<file path="src/sv/ptsr_pkg.sv">
package ptsr_pkg;

  // Sizes of the parent table and of the route walk
  localparam int TABLE_DEPTH = 32;
  localparam int MAX_HOPS    = 16;
  localparam int ADDR_W      = 8;
  localparam int STATUS_W    = 2;
  localparam int POS_W       = 4;
  localparam int TIDX_W      = $clog2(TABLE_DEPTH);
  localparam int TCNT_W      = $clog2(TABLE_DEPTH + 1);
  localparam int HIDX_W      = $clog2(MAX_HOPS);
  localparam int HCNT_W      = $clog2(MAX_HOPS + 1);

  localparam logic [ADDR_W-1:0] SINK_RESET = 8'h01;

  typedef enum logic [STATUS_W-1:0] {
    ST_OK       = 2'd0,
    ST_FULL     = 2'd1,
    ST_BROKEN   = 2'd2,
    ST_TOO_LONG = 2'd3
  } status_t;

  // Datapath operation of one microcode step
  typedef enum logic [2:0] {
    OP_NONE   = 3'd0,
    OP_ACCEPT = 3'd1,
    OP_ADD    = 3'd2,
    OP_LOOK   = 3'd3,
    OP_CHECK  = 3'd4,
    OP_EMIT   = 3'd5
  } op_t;

  // Branch condition of one microcode step
  typedef enum logic [2:0] {
    C_ALWAYS    = 3'd0,
    C_ACTION    = 3'd1,
    C_HIT       = 3'd2,
    C_MORE      = 3'd3,
    C_OK        = 3'd4,
    C_MORE_EMIT = 3'd5
  } cond_t;

  // Microcode addresses
  typedef enum logic [2:0] {
    P_IDLE   = 3'd0,
    P_ADD    = 3'd1,
    P_LOOK   = 3'd2,
    P_CHECK  = 3'd3,
    P_SELECT = 3'd4,
    P_EMIT   = 3'd5
  } step_t;

  typedef struct packed {
    op_t   op;
    logic  wait_in;
    logic  use_out;
    cond_t cond;
    step_t tgt_t;
    step_t tgt_f;
  } ctrl_t;

  // Control store: one word per step, branch to tgt_t when cond holds
  function automatic ctrl_t ucode(step_t s);
    ctrl_t w;
    case (s)
      P_IDLE:   w = '{OP_ACCEPT, 1'b1, 1'b0, C_ACTION,    P_LOOK, P_ADD};
      P_ADD:    w = '{OP_ADD,    1'b0, 1'b1, C_ALWAYS,    P_IDLE, P_IDLE};
      P_LOOK:   w = '{OP_LOOK,   1'b0, 1'b1, C_HIT,       P_CHECK, P_IDLE};
      P_CHECK:  w = '{OP_CHECK,  1'b0, 1'b1, C_MORE,      P_LOOK, P_SELECT};
      P_SELECT: w = '{OP_NONE,   1'b0, 1'b0, C_OK,        P_EMIT, P_IDLE};
      P_EMIT:   w = '{OP_EMIT,   1'b0, 1'b1, C_MORE_EMIT, P_EMIT, P_IDLE};
      default:  w = '{OP_NONE,   1'b0, 1'b0, C_ALWAYS,    P_IDLE, P_IDLE};
    endcase
    return w;
  endfunction

endpackage

</file>
<file path="src/sv/ptsr_ram.sv">
module ptsr_ram #(
  parameter int WIDTH = 8,
  parameter int DEPTH = 32
) (
  input  logic                     clk,
  input  logic                     we,
  input  logic [$clog2(DEPTH)-1:0] waddr,
  input  logic [WIDTH-1:0]         wdata,
  input  logic [$clog2(DEPTH)-1:0] raddr,
  output logic [WIDTH-1:0]         rdata
);

  logic [WIDTH-1:0] mem_r [DEPTH];
  logic [WIDTH-1:0] rdata_r;

  // Write port
  always_ff @(posedge clk) begin
    if (we) begin
      mem_r[waddr] <= wdata;
    end
  end

  // Registered read port
  always_ff @(posedge clk) begin
    rdata_r <= mem_r[raddr];
  end

  assign rdata = rdata_r;

endmodule

</file>
<file path="src/sv/parent_table_source_route_unit.sv">
// Parent table and source-route builder.
// Input channel (in_valid/in_ready): in_action 0 adds or updates the parent of
// in_node_address; in_action 1 builds the route from in_node_address to the sink.
// Output channel (out_valid/out_ready): an add gives one transaction with the
// status; a route gives one transaction per path node, destination first, sink
// excluded, out_last on the final one, or a single error transaction.
// cfg_we/cfg_wdata write the sink address; write it only while the block is idle.
// Steps, from acceptance: an add passes the ADD step and returns its status.
// A route walks the table (one key match plus one parent read from the table
// memory per hop), passes a select step and then emits the path, for routes
// of up to 16 hops. The LOOK/CHECK hop loop of the microcode sets the rate.
// One item is processed at a time; a new one is taken while the last result
// still sits in the output register.
// Reset empties the table and sets the sink to 1. A stalled receiver holds the
// output register and the sequencer waits at its next result-producing step.
module parent_table_source_route_unit (
  input  logic                           clk,
  input  logic                           rst_n,
  input  logic                           cfg_we,
  input  logic [ptsr_pkg::ADDR_W-1:0]    cfg_wdata,
  input  logic                           in_valid,
  output logic                           in_ready,
  input  logic                           in_action,
  input  logic [ptsr_pkg::ADDR_W-1:0]    in_node_address,
  input  logic [ptsr_pkg::ADDR_W-1:0]    in_parent_address,
  output logic                           out_valid,
  input  logic                           out_ready,
  output logic [ptsr_pkg::STATUS_W-1:0]  out_status,
  output logic [ptsr_pkg::ADDR_W-1:0]    out_hop_node,
  output logic [ptsr_pkg::POS_W-1:0]     out_hop_position,
  output logic                           out_last
);

  localparam int TD = ptsr_pkg::TABLE_DEPTH;
  localparam int MH = ptsr_pkg::MAX_HOPS;

  ptsr_pkg::step_t                    upc_r;
  ptsr_pkg::step_t                    upc_nxt;
  ptsr_pkg::ctrl_t                    cw;
  logic                               go;
  logic                               cond_val;
  logic                               out_free;

  logic [ptsr_pkg::ADDR_W-1:0]        sink_r;
  logic [ptsr_pkg::TCNT_W-1:0]        count_r;
  logic [ptsr_pkg::ADDR_W-1:0]        key_r [TD];
  logic [ptsr_pkg::ADDR_W-1:0]        path_r [MH];
  logic [ptsr_pkg::ADDR_W-1:0]        cur_r;
  logic [ptsr_pkg::ADDR_W-1:0]        par_r;
  logic [ptsr_pkg::HCNT_W-1:0]        n_r;
  logic [ptsr_pkg::HIDX_W-1:0]        e_r;
  logic                               ok_r;

  logic [TD-1:0]                      match;
  logic                               hit;
  logic [ptsr_pkg::TIDX_W-1:0]        hit_idx;
  logic [ptsr_pkg::ADDR_W-1:0]        parent;
  logic                               on_path;
  logic                               broken;
  logic                               at_sink;
  logic                               at_limit;
  logic                               more;
  logic                               emit_last;
  logic                               add_null;
  logic                               add_full;
  logic                               add_new;

  logic                               ram_we;
  logic [ptsr_pkg::TIDX_W-1:0]        ram_waddr;

  logic                               out_valid_r;
  logic [ptsr_pkg::STATUS_W-1:0]      out_status_r;
  logic [ptsr_pkg::ADDR_W-1:0]        out_node_r;
  logic [ptsr_pkg::POS_W-1:0]         out_pos_r;
  logic                               out_last_r;
  logic                               out_load;
  ptsr_pkg::status_t                  status_nxt;
  logic [ptsr_pkg::ADDR_W-1:0]        node_nxt;
  logic [ptsr_pkg::POS_W-1:0]         pos_nxt;
  logic                               last_nxt;

  // Fetch the control word and decide whether the step can proceed
  always_comb begin
    cw       = ptsr_pkg::ucode(upc_r);
    out_free = !out_valid_r || out_ready;
    in_ready = cw.wait_in;
    go       = !(cw.wait_in && !in_valid) && !(cw.use_out && !out_free);
  end

  // Match the current node against all written keys
  always_comb begin
    hit_idx = '0;
    for (int i = 0; i < TD; i++) begin
      match[i] = (ptsr_pkg::TCNT_W'(i) < count_r) && (key_r[i] == cur_r);
      if (match[i]) begin
        hit_idx = hit_idx | ptsr_pkg::TIDX_W'(i);
      end
    end
    hit = |match;
  end

  // Parent storage
  ptsr_ram #(
    .WIDTH (ptsr_pkg::ADDR_W),
    .DEPTH (TD)
  ) u_parents (
    .clk   (clk),
    .we    (ram_we),
    .waddr (ram_waddr),
    .wdata (par_r),
    .raddr (hit_idx),
    .rdata (parent)
  );

  // Add decisions
  always_comb begin
    add_null  = (cur_r == '0) || (par_r == '0);
    add_full  = !add_null && !hit && (count_r == ptsr_pkg::TCNT_W'(TD));
    add_new   = !add_null && !hit && !add_full;
    ram_we    = go && (cw.op == ptsr_pkg::OP_ADD) && !add_null && !add_full;
    ram_waddr = hit ? hit_idx : count_r[ptsr_pkg::TIDX_W-1:0];
  end

  // Loop check and walk termination
  always_comb begin
    on_path = 1'b0;
    for (int i = 0; i < MH; i++) begin
      if ((ptsr_pkg::HCNT_W'(i) < n_r) && (path_r[i] == parent)) begin
        on_path = 1'b1;
      end
    end
    broken    = (parent == '0) || on_path;
    at_sink   = (parent == sink_r);
    at_limit  = (n_r + ptsr_pkg::HCNT_W'(1)) == ptsr_pkg::HCNT_W'(MH);
    more      = !broken && !at_sink && !at_limit;
    emit_last = (ptsr_pkg::HCNT_W'(e_r) + ptsr_pkg::HCNT_W'(1)) == n_r;
  end

  // Branch condition
  always_comb begin
    case (cw.cond)
      ptsr_pkg::C_ALWAYS:    cond_val = 1'b1;
      ptsr_pkg::C_ACTION:    cond_val = in_action;
      ptsr_pkg::C_HIT:       cond_val = hit;
      ptsr_pkg::C_MORE:      cond_val = more;
      ptsr_pkg::C_OK:        cond_val = ok_r;
      ptsr_pkg::C_MORE_EMIT: cond_val = !emit_last;
      default:               cond_val = 1'b0;
    endcase
    upc_nxt = cond_val ? cw.tgt_t : cw.tgt_f;
  end

  // Result to load into the output register
  always_comb begin
    out_load   = 1'b0;
    status_nxt = ptsr_pkg::ST_OK;
    node_nxt   = '0;
    pos_nxt    = '0;
    last_nxt   = 1'b1;
    case (cw.op)
      ptsr_pkg::OP_ADD: begin
        out_load   = go;
        status_nxt = add_full ? ptsr_pkg::ST_FULL : ptsr_pkg::ST_OK;
      end
      ptsr_pkg::OP_LOOK: begin
        out_load   = go && !hit;
        status_nxt = ptsr_pkg::ST_BROKEN;
      end
      ptsr_pkg::OP_CHECK: begin
        out_load   = go && (broken || (!at_sink && at_limit));
        status_nxt = broken ? ptsr_pkg::ST_BROKEN : ptsr_pkg::ST_TOO_LONG;
      end
      ptsr_pkg::OP_EMIT: begin
        out_load = go;
        node_nxt = path_r[e_r];
        pos_nxt  = ptsr_pkg::POS_W'(e_r);
        last_nxt = emit_last;
      end
      default: begin
        out_load = 1'b0;
      end
    endcase
  end

  // Control state: step counter, sink, fill count, output valid
  always_ff @(posedge clk) begin
    if (!rst_n) begin
      upc_r       <= ptsr_pkg::P_IDLE;
      sink_r      <= ptsr_pkg::SINK_RESET;
      count_r     <= '0;
      out_valid_r <= 1'b0;
      ok_r        <= 1'b0;
    end else begin
      if (cfg_we) begin
        sink_r <= cfg_wdata;
      end
      if (go) begin
        upc_r <= upc_nxt;
      end
      if (go && (cw.op == ptsr_pkg::OP_ADD) && add_new) begin
        count_r <= count_r + ptsr_pkg::TCNT_W'(1);
      end
      if (go && (cw.op == ptsr_pkg::OP_ACCEPT)) begin
        ok_r <= 1'b0;
      end else if (go && (cw.op == ptsr_pkg::OP_CHECK) && !broken && at_sink) begin
        ok_r <= 1'b1;
      end
      if (out_load) begin
        out_valid_r <= 1'b1;
      end else if (out_ready) begin
        out_valid_r <= 1'b0;
      end
    end
  end

  // Datapath registers
  always_ff @(posedge clk) begin
    if (go) begin
      case (cw.op)
        ptsr_pkg::OP_ACCEPT: begin
          cur_r <= in_node_address;
          par_r <= in_parent_address;
          n_r   <= '0;
          e_r   <= '0;
        end
        ptsr_pkg::OP_ADD: begin
          if (add_new) begin
            key_r[count_r[ptsr_pkg::TIDX_W-1:0]] <= cur_r;
          end
        end
        ptsr_pkg::OP_LOOK: begin
          path_r[n_r[ptsr_pkg::HIDX_W-1:0]] <= cur_r;
        end
        ptsr_pkg::OP_CHECK: begin
          cur_r <= parent;
          n_r   <= n_r + ptsr_pkg::HCNT_W'(1);
        end
        ptsr_pkg::OP_EMIT: begin
          e_r <= e_r + ptsr_pkg::HIDX_W'(1);
        end
        default: begin
          e_r <= e_r;
        end
      endcase
    end
    if (out_load) begin
      out_status_r <= status_nxt;
      out_node_r   <= node_nxt;
      out_pos_r    <= pos_nxt;
      out_last_r   <= last_nxt;
    end
  end

  assign out_valid        = out_valid_r;
  assign out_status       = out_status_r;
  assign out_hop_node     = out_node_r;
  assign out_hop_position = out_pos_r;
  assign out_last         = out_last_r;

endmodule
</file>
<file path="config.mk">
export PLATFORM = sky130hd
export DESIGN_NAME = parent_table_source_route_unit
export DESIGN_NICKNAME = d
export VERILOG_FILES = /design/src/sv/ptsr_pkg.sv /design/src/sv/ptsr_ram.sv /design/src/sv/parent_table_source_route_unit.sv
export SDC_FILE = /design/constraint.sdc
export NUM_CORES = 1
export LEC_CHECK = 0
export BUFFER_PORTS_ARGS = -buffer_cell sky130_fd_sc_hd__buf_2
export CAP_MARGIN = 40
export CORE_MARGIN = 3
export CORE_UTILIZATION = 30
export CTS_CLUSTER_SIZE = 10
export DETAILED_ROUTE_END_ITERATION = 10
export GPL_TIMING_DRIVEN = 0
export PLACE_DENSITY = 0.51
export SYNTH_ARGS = -nofsm -noshare
export SYNTH_HDL_FRONTEND = slang
export SYNTH_HIERARCHICAL = 1
export SYNTH_SLANG_ARGS = --single-unit
</file>
<file path="constraint.sdc">
create_clock -name clk -period 5.66 [get_ports clk]
set_clock_uncertainty 0.2 [all_clocks]
set_input_delay 1.415 -clock clk [delete_from_list [all_inputs] [get_ports clk]]
set_output_delay 1.415 -clock clk [all_outputs]
set_load 0.05 [all_outputs]
</file>
# After elaboration in Yosys (flattened, before gate mapping)
# Memory sizes are Yosys's and may differ from the RTL's. A register that Yosys moved wholly into a read port is not among the register bits.
# Cells that the tools add are included.
# totals
ff_bits	51
ram_bits	640
memories	3
# mem_list
name	words	width	rd	rd_clocked_by_memory_dff	write_ports	line_no	rtl
key_r	32	8	32	0	1	parent_table_source_route_unit.sv:46	logic [ptsr_pkg::ADDR_W-1:0] key_r [TD];
u_parents.mem_r	32	8	1	1	1	ptsr_ram.sv:13	logic [WIDTH-1:0] mem_r [DEPTH];
path_r	16	8	17	1	1	parent_table_source_route_unit.sv:47	logic [ptsr_pkg::ADDR_W-1:0] path_r [MH];
# classes
addsub	4
magnitude_cmp	48
eq_ne	75
n_mux	88
n_reduce_logical	94
# ops
op	n
8-bit equality test	49
5-bit by 6-bit < comparator with 1-bit output, first input constant	16
5-bit 2-to-1 mux	18
14-bit one-hot mux with 6 select lines	1
1-bit logical AND	67
4-bit by 6-bit < comparator with 1-bit output, first input constant	8
4-bit by 5-bit < comparator with 1-bit output, first input constant	8
8-bit 2-to-1 mux	5
1-bit 2-to-1 mux	38
4-bit 2-to-1 mux	9
32-bit OR reduction	1
8-bit logical NOT	3
3-bit by 6-bit < comparator with 1-bit output, first input constant	4
3-bit 2-to-1 mux	7
3-bit by 5-bit < comparator with 1-bit output, first input constant	4
3-bit by 2-bit equality test with 1-bit output, second input constant	6
3-bit equality test, second input constant	6
8-bit one-hot mux with 2 select lines	1
1-bit logical NOT	13
1-bit by 6-bit < comparator with 1-bit output, first input constant	2
2-bit by 6-bit < comparator with 1-bit output, first input constant	2
6-bit 2-to-1 mux	2
3-bit by 1-bit != test with 1-bit output, second input constant	4
1-bit by 5-bit < comparator with 1-bit output, first input constant	2
20 further kinds	33

# Depth between registers and ports, before layout
# Gate-level depths: netlist (run 1).
# An unclocked memory read counts as a cell.
# logic_depth
depth_word	35
depth_mapped	15
mapped_depth_nobuf	12

# By module
# The synthesis (run 1) kept the hierarchy.
# by_module_without_submodules
mod	n_inst	cells_per_inst	area_per_inst_um2
parent_table_source_route_unit	1	1453	21000.1
ptsr_ram	1	417	10053.4

# Worst setup path after synthesis (run 1)
# No wires, ideal clock.
# synth_timing
kind	register to register
startpoint	reg cur_r[3] (netlist name)
endpoint	mem u_parents.mem_r[0][0] (enable)
setup_ns	0.370
arrival_ns	3.815
required_time_ns	5.090
path_slack_ns	1.275
path_stages_with_launch	12
n_path_buf	2
path_cell_list	edfxtp_1 > buf_2 > xnor2_1 > nand4_1 > nor3_1 > or4_4 > nand4bb_1 > or4_1 > a21o_1 > or3b_2 > clkbuf_1 > nor2_1
# synth_between
word_cells_on_any_way	108
# synth_rtl
item	line_no	rtl
from (decl)	parent_table_source_route_unit.sv:48	logic [ptsr_pkg::ADDR_W-1:0] cur_r;
from (signal assigned)	parent_table_source_route_unit.sv:221	cur_r <= in_node_address;
from (signal assigned)	parent_table_source_route_unit.sv:235	cur_r <= parent;
8-bit equality test	parent_table_source_route_unit.sv:94	match[i] = (ptsr_pkg::TCNT_W'(i) < count_r) && (key_r[i] == cur_r);
1-bit logical AND	parent_table_source_route_unit.sv:94	
2-bit 2-to-1 mux (2 in a row)	parent_table_source_route_unit.sv:95	if (match[i]) begin
3-bit 2-to-1 mux (4 in a row)	parent_table_source_route_unit.sv:95	
4-bit 2-to-1 mux (8 in a row)	parent_table_source_route_unit.sv:95	
5-bit 2-to-1 mux (15 in a row)	parent_table_source_route_unit.sv:95	
5-bit 2-to-1 mux (*)	parent_table_source_route_unit.sv:95	
named net hit_idx, one bit	parent_table_source_route_unit.sv:56	logic [ptsr_pkg::TIDX_W-1:0] hit_idx;
5-bit 2-to-1 mux (*)	parent_table_source_route_unit.sv:121	ram_waddr = hit ? hit_idx : count_r[ptsr_pkg::TIDX_W-1:0];
named net ram_waddr, one bit	parent_table_source_route_unit.sv:69	logic [ptsr_pkg::TIDX_W-1:0] ram_waddr;
to (decl)	ptsr_ram.sv:13	
# The timed path passes the listed nets; every way through them passes the cells marked *.

# Worst setup path in the final report (run 1)
# layout_timing
startpoint	reg cur_r[4] (netlist name)
endpoint	mem u_parents.mem_r[14][3] (enable)
# layout_between
word_cells_on_any_way	108
# layout_rtl
item	line_no
8-bit equality test	parent_table_source_route_unit.sv:94
1-bit logical AND	parent_table_source_route_unit.sv:94
3-bit 2-to-1 mux (4 in a row)	parent_table_source_route_unit.sv:95
4-bit 2-to-1 mux (8 in a row)	parent_table_source_route_unit.sv:95
5-bit 2-to-1 mux (16 in a row)	parent_table_source_route_unit.sv:95
5-bit 2-to-1 mux (*)	parent_table_source_route_unit.sv:121
named net ram_waddr, one bit	parent_table_source_route_unit.sv:69
# Marked as above.

==> impl_results.md, run 1 <==
- Status: finished clean
- Root buffer cell: clkbuf_16
- FF+latch count, synth: 707
- # IOs: 47
- Antenna-violating nets left: 0
- Filler Cells Inserted: 9671
- Layout cells sized above 1: 22.4%
- Non-filler cells, final: 3495
- Seq/Total Area, Yosys: 67.5%
- DRC: 0
- Vias: 17400
- Post-DR vias/cell: 4.98
- Cells taking the most area after synthesis: edfxtp_1 66%, mux4_2 8.7%, xnor2_1 7.3%, xor2_1 4.0%, dfxtp_1 1.7%
- Initial antenna violation count: 3
- Yosys top cell area share: 65.8%
- Fin crit period: 5450 ps
- Final Max Tran Viols: 0
- Leak: 11.5 nW
- Most frequent cell after synthesis: edfxtp_1
- Total grt overflow: 0
- Final hold violation count: 0
- Final setup vio count: 0
- # hold bufs at CTS: 0
- Synthesized Nets: 1910
- Syn-to-layout area delta: 18.3%
- Largest net degree at the start of global routing: 26
- TritonCTS buffer count: 85
- Placeable Area: 102000 um^2
- EDFF count, synth: 680
- RSZ-0062 raised after global routing: no
- Worst EP arrival: 5520 ps
- Sink Count: 707
- Vias in the first global route: 17900
- Post-synth cell types: 72
- Cells along the critical path: buf_8 -> buf_4 -> buf_4 -> buf_6 -> xnor2_1 -> o211ai_1 -> nor3_1 -> nor4_1 -> nand3_1 -> nor4b_4 -> buf_4 -> a21o_1 -> nand3b_1 -> nor2_1
- Clk_lat worst skew: 650 ps
- FFs w/ async S/R, synth: 0%
- CP max FO: 13
- Crit-path max cell delay: 720 ps
- IO Port Bufs: 45
- DRT Pass-1 Iters: 5
- Routed WL per cell: 24.8 um
- Row cnt: 117
- Fin Hold WS: 314 ps
- DP Cell Count: 3339
- CTS tree: built
- Yosys warns: 6
- Yosys top cell by area: edfxtp_1
- Longest Clk Path Bufs: 3
- Setup crit start kind: register
- Rel. slew slack: 39.3%
- Max frequency: 184 MHz
- Die area: 107000 um^2
- Most used cell, CP: buf_4
- Avg Synthesized Cell Area: 16.6 um^2
- Worst-margin pin slew: 908 ps
- Critical path type: register to register
- Clock slew at reported path FFs: 50 ps
- CTS HTree Levels: 3
- Critical Path End Type: register
- Die Y: 328 um
- Layout Nets: 2112
- Post-DP HPWL: 60400 um
- Global-route wire length before repair: 127000 um
- Worst path slowest cell: edfxtp_1
- Maximum VDD drop: 316 uV
- Syn Std Cell Area: 31100 um^2
- MaxCap Viol Count: 0
- Initial Utilization: 30.4%
- Worst EP required: 5730 ps
- Die width: 328 um
- Final wirelength: 86700 um
- Synth Flop Type: edfxtp_1
- Cell Pwr Density: 445 nW/um^2
- Crit share post-route: 96.3%
- Post-Syn Instances: 1870
- GPL Wtd Cong: 0.887
- Global Route Usage Sum: 16.1%
- Top post-synthesis cells by count: 680 x edfxtp_1, 260 x xnor2_1, 143 x xor2_1
- DR iter-0 viols: 1495
- Worst Hold Class: register to register
==> cell families (layout without fill, tap and decap cells) <==
group                      Yosys count  count (layout)  synth area share [%]
xor gates and xnor gates           403             403                  11.4
and+or+nand+nor                    400             400                  7.01
adders and majority gates           10              10                 0.403
muxes                              146             146                  9.61
other                                0               1                     0
AOI/OAI and AO/OA                   83              83                  1.91
buffers and inverters              121             377                  2.22
DFF                                707             707                  67.5
==> path summary, 6_finish.rpt <==
path / start / to / slack [ps] / cells after the start
worst min register to register: sink_r[0]$_SDFFE_PN1P_ / sink_r[0]$_SDFFE_PN1P_ / 310 / 2
worst max register to register: cur_r[4]$_DFFE_PP_ / u_parents/mem_r[14][3]$_DFFE_PP_ / 210 / 14
worst min-delay path: sink_r[0]$_SDFFE_PN1P_ / sink_r[0]$_SDFFE_PN1P_ / 310 / 2
worst max-delay path: cur_r[4]$_DFFE_PP_ / u_parents/mem_r[14][3]$_DFFE_PP_ / 210 / 14
==> state kept, by name (all words and copies together), names as in the netlist, 8 cells and up <==
name             flops
cur_r                8
path_r             128
out_hop_node         8
sink_r               8
u_parents/rdata      8
key_r              256
par_r                8
u_parents/mem_r    256
==> layout by cell type, fill, tap and decap left out, types with 52 or more instances in the layout <==
cell / count
clkbuf_16: 85
edfxtp_1: 680
xor2_1: 143
nor2_1: 79
clkbuf_1: 61
buf_4: 55
mux4_2: 120
buf_2: 79
nand4_1: 52
xnor2_1: 260
==> repair_timing <==
action / 4_1_cts / 5_1_grt
pin swaps: 0 / 1
buffers inserted: 3 / 12
setup endpoints to repair: 240 / 228
gates resized for setup: 41 / 11
==> metal layers <==
layer	share of wire [%]	global-route usage [%]	wire length (um)
met1	44	22.5	38400
met2	48	26.3	41700
met3	5.5	2.35	4810
met4	2.0	4.24	1770
met5	0	0	0
==> metrics by stage <==
step / util [%] / instance area, um^2 / TNS (ps) / total power [mW] / setup WS [ps]
after global placement: 32.3 / 33000 / -635930 / 11.0 / -1900
after detailed placement: 33.2 / 34000 / -97770 / 11.5 / -648
after floorplan: - / 31100 / 0 / 9.42 / 1270
after global routing: 35.9 / 36700 / 0 / 17.0 / 1.18
after CTS: 35.8 / 36600 / -11700 / 16.5 / -275
final: 35.9 / 36700 / 0 / 16.3 / 211
==> power by group <==
part	leakage (nW)	total (mW)	internal (mW)	switching (mW)
Clock	1.19	4.90	2.81	2.09
Sequential	6.36	6.73	6.51	0.222
Combinational	3.98	4.70	1.80	2.90
Total	11.5	16.3	11.1	5.21
==> cell type report <==
class                   count  area, um^2  area share (%)
repair buffers            116        1300            3.55
flip-flops and latches    707       21000            57.1
plain buffers             110         657            1.79
inverters                  10        37.5           0.102
clock inverters            19         201           0.548
multi-input cells        1042        9570            26.1
clock buffers             122        2290            6.22
diodes                      1        2.50         0.00681
well taps                1368        1710            4.66
==> critical path: cells and delay by family, from the launching register on <==
kind / cells / cell delay, ps
simple gates: 6 / 2250
buf+inv: 5 / 1240
compound gates: 2 / 520
flops: 1 / 720
xor+xnor: 1 / 100
Note: power is estimated with default switching activity, not from simulation.
==> run 2: changes to the inputs <==
--- a/config.mk
+++ b/config.mk
@@ -7,12 +7,14 @@
 export LEC_CHECK = 0
 export BUFFER_PORTS_ARGS = -buffer_cell sky130_fd_sc_hd__buf_2
 export CAP_MARGIN = 40
+export CELL_PAD_IN_SITES_DETAIL_PLACEMENT = 1
+export CELL_PAD_IN_SITES_GLOBAL_PLACEMENT = 1
 export CORE_MARGIN = 3
 export CORE_UTILIZATION = 30
 export CTS_CLUSTER_SIZE = 10
 export DETAILED_ROUTE_END_ITERATION = 10
 export GPL_TIMING_DRIVEN = 0
-export PLACE_DENSITY = 0.51
+export PLACE_DENSITY = 0.56
 export SYNTH_ARGS = -nofsm -noshare
 export SYNTH_HDL_FRONTEND = slang
 export SYNTH_HIERARCHICAL = 1
==> constraint.sdc (replaced) <==
create_clock -name clk -period 5.66 [get_ports clk]
set_clock_uncertainty 0.2 [all_clocks]
set_input_delay 0.849 -clock clk [delete_from_list [all_inputs] [get_ports clk]]
set_output_delay 0.849 -clock clk [all_outputs]
set_load 0.05 [all_outputs]
==> impl_results.md, run 2 (synthesis gave the netlist of run 1 again) <==
- Final hold violation count: 0
- Fin crit period: 5410 ps
- Status: finished clean
- Multi-input combinational cell area: 9590 um^2
- Global Route Usage Sum: 17.2%
- Dpl ws: -924 ps
- Post-DP HPWL: 64600 um
- Worst EP required: 5720 ps
- Cells along the critical path: buf_16 -> buf_16 -> buf_2 -> buf_2 -> xnor2_1 -> nand4_1 -> nor4_2 -> a31oi_1 -> nand4_1 -> nor4b_4 -> buf_4 -> a21o_1 -> or3b_2 -> nor2_2
- Critical path type: register to register
- Maximum VDD drop: 261 uV
- Final Max Tran Viols: 0
- Root buffer cell: clkbuf_16
- Sink Count: 707
- IO Port Bufs: 45
- Pwr Total: 16.4 mW
- Initial Utilization: 30.4%
- Reg area: 21000 um^2
- CTS HTree Levels: 3
- Worst-margin pin slew: 879 ps
- Sequential power share: 41.1%
- Clock share of power: 29.7%
- Die Y: 328 um
- DRC: 0
- Rel. slew slack: 41.2%
- Leak: 11.5 nW
- DP Cell Count: 3339
- Pint: 11.1 mW
- Clock slew at reported path FFs: 60 ps
- Vias: 17400
- Die width: 328 um
- Layout Nets: 2106
- Final setup vio count: 0
- Gate power share: 29.2%
- Antenna-violating nets left: 0
- Setup crit start kind: register
- Final wirelength: 92300 um
- CP max FO: 14
- DR iter-0 viols: 1468
- Syn-to-layout area delta: 18.1%
- Worst reg2reg path endpoint: u_parents/mem_r[11][0]$_DFFE_PP_
- Total grt overflow: 0
- Critical R2R Launch: cur_r[1]$_DFFE_PP_
- Switching Fraction: 32.3%
- MaxCap Viol Count: 0
- Post-route cell area: 36700 um^2
- Cell Pwr Density: 448 nW/um^2
- Placeable Area: 102000 um^2
- PnR worst setup slack: 246 ps
- Global-route wire length before repair: 134000 um
- Clk_lat worst skew: 640 ps
- Largest net degree at the start of global routing: 26
- Crit share post-route: 95.7%
- Layout cells sized above 1: 22.3%
- Worst Hold Class: primary input to register
- Die area: 107000 um^2
- Routed WL per cell: 26.4 um
- Reg2reg setup slack: 250 ps
- Cell count of the worst hold path: 1
- DRT Pass-1 Iters: 7
- TritonCTS buffer count: 84
- Crit-path max cell delay: 600 ps
- Initial antenna violation count: 2
- Post-DR vias/cell: 4.99
- CP startpoint: cur_r[1]$_DFFE_PP_
- Filler Cells Inserted: 10400
- RSZ-0062 raised after global routing: no
- # IOs: 47
- Worst r2r path cells: 14
- Psw: 5.31 mW
- Worst path slowest cell: or3b_2
- Last element of the critical path: u_parents/mem_r[11][0]$_DFFE_PP_
- Row cnt: 117
- Most frequent cells in the layout: 680 x edfxtp_1, 260 x xnor2_1, 143 x xor2_1
- Longest Clk Path Bufs: 3
- Commonest non-fill, non-tap cell in the layout: edfxtp_1
- GPL Wtd Cong: 0.834
- Critical Path End Type: register
- CTS tree: built
- Vias in the first global route: 18400
- Worst EP arrival: 5470 ps
- Non-filler cells, final: 3490
- # hold bufs at CTS: 0
- Placed cell areas: 34000 um^2
- Max frequency: 185 MHz
==> run 2: changes by cell type in the layout (fill, tap and decap cells not counted), moves of 3 or more <==
| cell | previous run | this run |
|---|---|---|
| nor2_2 | 8 | 13 |
| clkinv_8 | 4 | 1 |
| nor2_1 | 79 | 75 |
| clkbuf_1 | 61 | 67 |
| buf_2 | 79 | 76 |
| inv_6 | 0 | 3 |
| clkbuf_8 | 2 | 5 |
| buf_4 | 55 | 50 |
==> run 2: metrics by stage <==
step | TNS, ps | hold slack, ps | util [%]
finish | 0 | 205 | 35.9
global route | 0 | 168 | 35.9
CTS | 0 | 165 | 35.9
detailed placement | -182390 | 320 | 33.3
global placement | -769500 | 294 | 32.3
floorplan | 0 | 262 | -
==> run 2: how the worst min path moves through the flow <==
stage                           startpoint                      to
floorplan           sink_r[0]$_SDFFE_PN1P_  sink_r[0]$_SDFFE_PN1P_
global placement    sink_r[0]$_SDFFE_PN1P_  sink_r[0]$_SDFFE_PN1P_
detailed placement  sink_r[0]$_SDFFE_PN1P_  sink_r[0]$_SDFFE_PN1P_
CTS                   in_parent_address[0]      par_r[0]$_DFFE_PP_
global route          in_parent_address[3]      par_r[3]$_DFFE_PP_
finish                in_parent_address[0]      par_r[0]$_DFFE_PP_
==> run 2: area by class of cell <==
class                      count  share of cell area (%)
inverter                      10                   0.102
timing repair buffer         111                    3.57
clock inverter                12                   0.256
multi-input combinational   1042                    26.1
tap                         1368                    4.67
buffer                       110                    1.79
clock buffer                 129                    6.33
antenna                        1                 0.00682
sequential                   707                    57.1
==> run 2: power by group through the flow <==
| stage | Sequential [mW] | Combinational [mW] | Clock [mW] |
|---|---|---|---|
| final | 6.75 | 4.80 | 4.89 |
| after global routing | 6.79 | 5.11 | 5.23 |
| after CTS | 6.78 | 4.80 | 5.03 |
| after detailed placement | 6.93 | 4.71 | 0 |
| after global placement | 7.49 | 3.54 | 0 |
| after floorplan | 7.08 | 2.34 | 0 |
==> run 2: what timing repair did <==
item                                    in CTS  in global routing
pin swaps                                    2                  0
gates resized for setup                     53                  1
endpoints found under the setup margin     264                116
hold endpoints to repair                     0                  0
setup buffers                                7                  3
==> run 2: layer usage <==
layer	track usage [%]	vias up	part of all wire [%]
li1	-	7539	-
met1	24.3	9273	46
met2	27.4	496	46
met3	3.10	123	5.6
met4	4.38	0	2.4
met5	0	-	0
==> run 2: critical path, delay by kind of cell (launching register included) <==
family / cells / cell delay (ps)
xor gates and xnor gates: 1 / 140
DFF: 1 / 450
and+or+nand+nor: 6 / 2010
buffers and inverters: 5 / 1420
AOI/OAI and AO/OA: 2 / 750
